**src/hdl/csw_pkg.sv**
```systemverilog
`timescale 1ns / 1ps
// ----------------------------------------------------------------------------
// csw_pkg
// Shared types, operation and status codes for the semaphore wait table.
// ----------------------------------------------------------------------------
package csw_pkg;

   localparam int RESOURCES_DEF = 16;
   localparam int WAITERS_DEF   = 16;

   localparam int OP_W   = 3;
   localparam int IDX_W  = 4;
   localparam int CNT8_W = 8;
   localparam int ID_W   = 31;
   localparam int SEM_W  = 16;
   localparam int ST_W   = 2;

   localparam logic [OP_W-1:0] OP_CREATE  = 3'd0;
   localparam logic [OP_W-1:0] OP_RELEASE = 3'd1;
   localparam logic [OP_W-1:0] OP_ACQUIRE = 3'd2;
   localparam logic [OP_W-1:0] OP_ENQUEUE = 3'd3;
   localparam logic [OP_W-1:0] OP_DEQUEUE = 3'd4;
   localparam logic [OP_W-1:0] OP_CANCEL  = 3'd5;

   localparam logic [ST_W-1:0] ST_OK      = 2'd0;
   localparam logic [ST_W-1:0] ST_REFUSED = 2'd1;
   localparam logic [ST_W-1:0] ST_FULL    = 2'd2;
   localparam logic [ST_W-1:0] ST_UNKNOWN = 2'd3;

   typedef struct packed {
      logic [OP_W-1:0]   op;
      logic              bad_op;
      logic [IDX_W-1:0]  idx;
      logic [CNT8_W-1:0] count;
      logic              xfer;
      logic [ID_W-1:0]   id;
   } item_type;

   // Semaphore step of plus or minus one, saturating at the 16-bit limits.
   function automatic logic signed [SEM_W-1:0] sem_step(input logic signed [SEM_W-1:0] s,
                                                        input logic up);
      logic signed [SEM_W:0] sum;
      sum = up ? ({s[SEM_W-1], s} + 17'sd1) : ({s[SEM_W-1], s} - 17'sd1);
      if (sum > 17'sd32767) begin
         return 16'sh7FFF;
      end else if (sum < -17'sd32768) begin
         return 16'sh8000;
      end else begin
         return sum[SEM_W-1:0];
      end
   endfunction

endpackage

```
**src/hdl/csw_front.sv**
```systemverilog
`timescale 1ns / 1ps
// ----------------------------------------------------------------------------
// csw_front
// Accepts transactions, classifies the operation and queues them.
// ----------------------------------------------------------------------------
module csw_front (
   input  logic                        clock,
   input  logic                        reset,
   input  logic                        start,
   output logic                        busy,
   input  logic [csw_pkg::OP_W-1:0]    req_op,
   input  logic [csw_pkg::IDX_W-1:0]   req_resource_index,
   input  logic [csw_pkg::CNT8_W-1:0]  req_instance_count,
   input  logic                        req_with_transfer,
   input  logic [csw_pkg::ID_W-1:0]    req_waiter_id,
   output logic                        q_valid,
   output csw_pkg::item_type           q_item,
   input  logic                        q_pop
);
   import csw_pkg::*;

   item_type   entry_ff [2];
   logic       wr_ptr_ff, wr_ptr_in;
   logic       rd_ptr_ff, rd_ptr_in;
   logic [1:0] fill_ff, fill_in;
   logic       push, pop;
   item_type   new_item;

   assign busy    = reset || (fill_ff == 2'd2);
   assign push    = start && !busy;
   assign q_valid = (fill_ff != 2'd0);
   assign pop     = q_pop && q_valid;
   assign q_item  = entry_ff[rd_ptr_ff];

   always_comb begin
      new_item.op     = req_op;
      new_item.bad_op = (req_op > OP_CANCEL);
      new_item.idx    = req_resource_index;
      new_item.count  = req_instance_count;
      new_item.xfer   = req_with_transfer;
      new_item.id     = req_waiter_id;
      wr_ptr_in = push ? !wr_ptr_ff : wr_ptr_ff;
      rd_ptr_in = pop ? !rd_ptr_ff : rd_ptr_ff;
      fill_in   = fill_ff + {1'b0, push} - {1'b0, pop};
   end

   always_ff @(posedge clock) begin
      if (reset) begin
         wr_ptr_ff <= 1'b0;
         rd_ptr_ff <= 1'b0;
         fill_ff   <= 2'd0;
      end else begin
         wr_ptr_ff <= wr_ptr_in;
         rd_ptr_ff <= rd_ptr_in;
         fill_ff   <= fill_in;
      end
   end

   always_ff @(posedge clock) begin
      if (push) begin
         entry_ff[wr_ptr_ff] <= new_item;
      end
   end

endmodule

```
**config.mk**
```make
export PLATFORM = sky130hd
export DESIGN_NAME = csw_front
export DESIGN_NICKNAME = d
export VERILOG_FILES = /design/src/hdl/csw_pkg.sv /design/src/hdl/csw_front.sv
export SDC_FILE = /design/constraint.sdc
export NUM_CORES = 1
export LEC_CHECK = 0
export ABC_AREA = 1
export BUFFER_PORTS_ARGS = -buffer_cell sky130_fd_sc_hd__buf_4
export CAP_MARGIN = 20
export CORE_AREA = 2 2 104 116
export DETAILED_ROUTE_END_ITERATION = 6
export DIE_AREA = 0 0 106 118
export GPL_ROUTABILITY_DRIVEN = 0
export PLACE_DENSITY = 0.64
export SYNTH_ARGS = -nofsm -noshare
export SYNTH_HDL_FRONTEND = slang
export SYNTH_SLANG_ARGS = --single-unit
```
**constraint.sdc**
```tcl
create_clock -name clock -period 3.6 [get_ports clock]
set_input_delay 0.72 -clock clock [delete_from_list [all_inputs] [get_ports clock]]
set_output_delay 0.72 -clock clock [all_outputs]
set_load 0.02 [all_outputs]
```
==> metrics.txt <==
I/O Pins between 100 and 150; first-pass GRT wire length approximately 10000 um; area delta synth->final 33.0%; Die ar. 12500 sq um; syn_area_per_cell between 20 and 25 sq um; GRT Util Overall a little over a tenth; Wirelength per Cell 14.2 um; residual overflow from global routing 0; # diodes 0; max_cap viols 0; starting density of the core 33.6%; clock latency on the worst-skew pair around 340 ps; Tmin final between 2000 and 3000 ps; worst-path fanout max 30; Synth top area share between 70% and 80%; Leakage a little under 2 nW; Power Density ~640 nW/um^2; drt initial violations just over 60; # setup viols final 0; final worst path period share 71.6%; arrival time worst endpoint between 1500 and 2000 ps; max_slew headroom roughly 55%; largest net degree at the start of global routing 49; Slew @ Worst Pin 674 ps; CTS Hold Buffers Added 0; final hold viol count 0; Filler Cells Inserted about 1000; Fmax 388 MHz; Yosys cell types 14; DRT Pass-1 Iters 4; Die W between 100 and 150 um; Synthesis Warnings 0; Nets approximately 350; CTS Buffer Depth 2; Core Region 11300 sq um; vias in the first global route between 2000 and 2500; Finished Core Util 44.7%; postcts setup bufs 0; CTS H-tree lvls 3; row count 41; placed standard-cell area about 4700 sq um; status complete, no violations; VDD IR max between 200 and 300 uV; Fin Hold WS a little over 500 ps; initial antenna violation count 0; via count 1950; worst min-delay path category reg -> reg; CTS-repair resized insts 0; CP Class reg -> out; crit path launch type flop; Metal-1 WL between 2000 and 3000 um; Syn Std Cell Area 3810 sq um; unrepaired setup endpoints after global routing no; Placed Cells between 400 and 500; Die H 118 um; routed wl met3 around 440 um; clock root cell clkbuf_16; ANT nets after route 0; worst reg2reg path depth 5; Post-DP HPWL between 4000 and 5000 um; setup TNS 0 ps; Critical Path RT around 2900 ps; wirelength, routed 6460 um; Setup crit end kind output port; vias per cell around 4.3; clock slew at reported path FFs 70 ps; Synth area leaders edfxtp_1 76%, mux2_2 8.3%, mux2_4 7.9%, dfxtp_1 2.6%, inv_1 1.1%; clk_skew around 8.2 ps; top sig layer met4; post-synth top area cell edfxtp_1; cts bufs inserted 9; CTS tree yes; met2 WL 3280 um; Syn Inst Count 190; share of layout cells above drive strength 1 between 50 and 60%; Worst Hold Depth 2; Clock Sink Count just over 100; Slew Limit Fails 0; Finished Cell Area ~5100 sq um; Synthesized Nets between 200 and 250; sequential area share after synthesis between 70% and 80%; register bit total from synthesis between 100 and 150; DR DRC count 0; Port Buf Inserts 100; Final Instance Count excl. Fillers roughly 450
==> cell families after synthesis <==
| kind of cell | synth area share, % |
|---|---|
| AND/OR/NAND/NOR | 2.24 |
| flip-flops | 78.4 |
| adder cells (fa/ha/maj) | 0.657 |
| multiplexers | 16.2 |
| buffers and inverters | 2.24 |
| AO/OA/AOI/OAI | 0.329 |
==> state kept, by name, indices dropped and copies added (netlist names), named ones only <==
signal     count
entry_ff      96
fill_ff        2
wr_ptr_ff      1
rd_ptr_ff      1
==> area by class of cell <==
cell class / count / area, sq um / share of cell area (%)
clock inverter: 1 / 7.51 / 0.148
inverter: 11 / 41.3 / 0.816
sequential: 101 / 2980 / 58.9
multi-input combinational: 73 / 746 / 14.7
tap: 150 / 188 / 3.71
clock buffer: 15 / 310 / 6.13
timing repair buffer: 103 / 786 / 15.5
==> critical path, stage by stage, from the launching register on <==
cell     delay (ps)
dfxtp_2         680
buf_12          290
mux2_2          370
buf_4           160
==> worst paths after layout <==
path,start,end,slack (ps)
setup / recovery,flop,q_item[8],1020
setup reg to reg,fill_ff[0],entry_ff[0][8],1840
hold reg to reg,rd_ptr_ff,rd_ptr_ff,510
hold / removal,rd_ptr_ff,rd_ptr_ff,510
==> per-stage QoR <==
| step | setup WS (ps) | total power, mW |
|---|---|---|
| after CTS | 968 | 3.28 |
| after floorplan | 154 | 1.98 |
| final | 1020 | 3.23 |
| after global routing | 905 | 3.37 |
| after detailed placement | 1340 | 2.29 |
| after global placement | 1350 | 2.28 |
==> where the power goes <==
| part | leakage [nW] | internal, mW | switching [mW] | total [mW] |
|---|---|---|---|---|
| clock network | 0.152 | 0.591 | 0.387 | 0.979 |
| registers | 0.922 | 1.39 | 0.0536 | 1.45 |
| logic | 0.861 | 0.400 | 0.403 | 0.803 |
==> layout by cell type (no fill, tap or decap), types with 2 or more instances in the layout <==
| cell type | instances |
|---|---|
| buf_4 | 102 |
| edfxtp_1 | 96 |
| mux2_2 | 28 |
| mux2_4 | 20 |
| clkbuf_16 | 11 |
| inv_1 | 10 |
| nand2_1 | 10 |
| nor2_1 | 6 |
| dfxtp_1 | 4 |
| nand3_1 | 3 |
| ha_1 | 2 |
| clkbuf_1 | 2 |
| clkbuf_8 | 2 |
==> per-layer routing <==
| metal | up-vias | global-route usage (%) |
|---|---|---|
| met5 | - | 0 |
| met4 | 0 | 5.67 |
| met2 | 63 | 17.9 |
| met1 | 945 | 13.1 |
| li1 | 936 | - |
| met3 | 6 | 3.21 |
==> synthesized netlist by cell type <==
library cell	count
edfxtp_1	96
mux2_2	28
mux2_4	20
inv_1	11
nand2_1	10
nor2_1	7
dfxtp_1	5
buf_6	3
nand3_1	3
buf_2	2
ha_1	2
a21oi_1	1
nand4_1	1
o21a_1	1
Power figures use the tool's default switching activity.
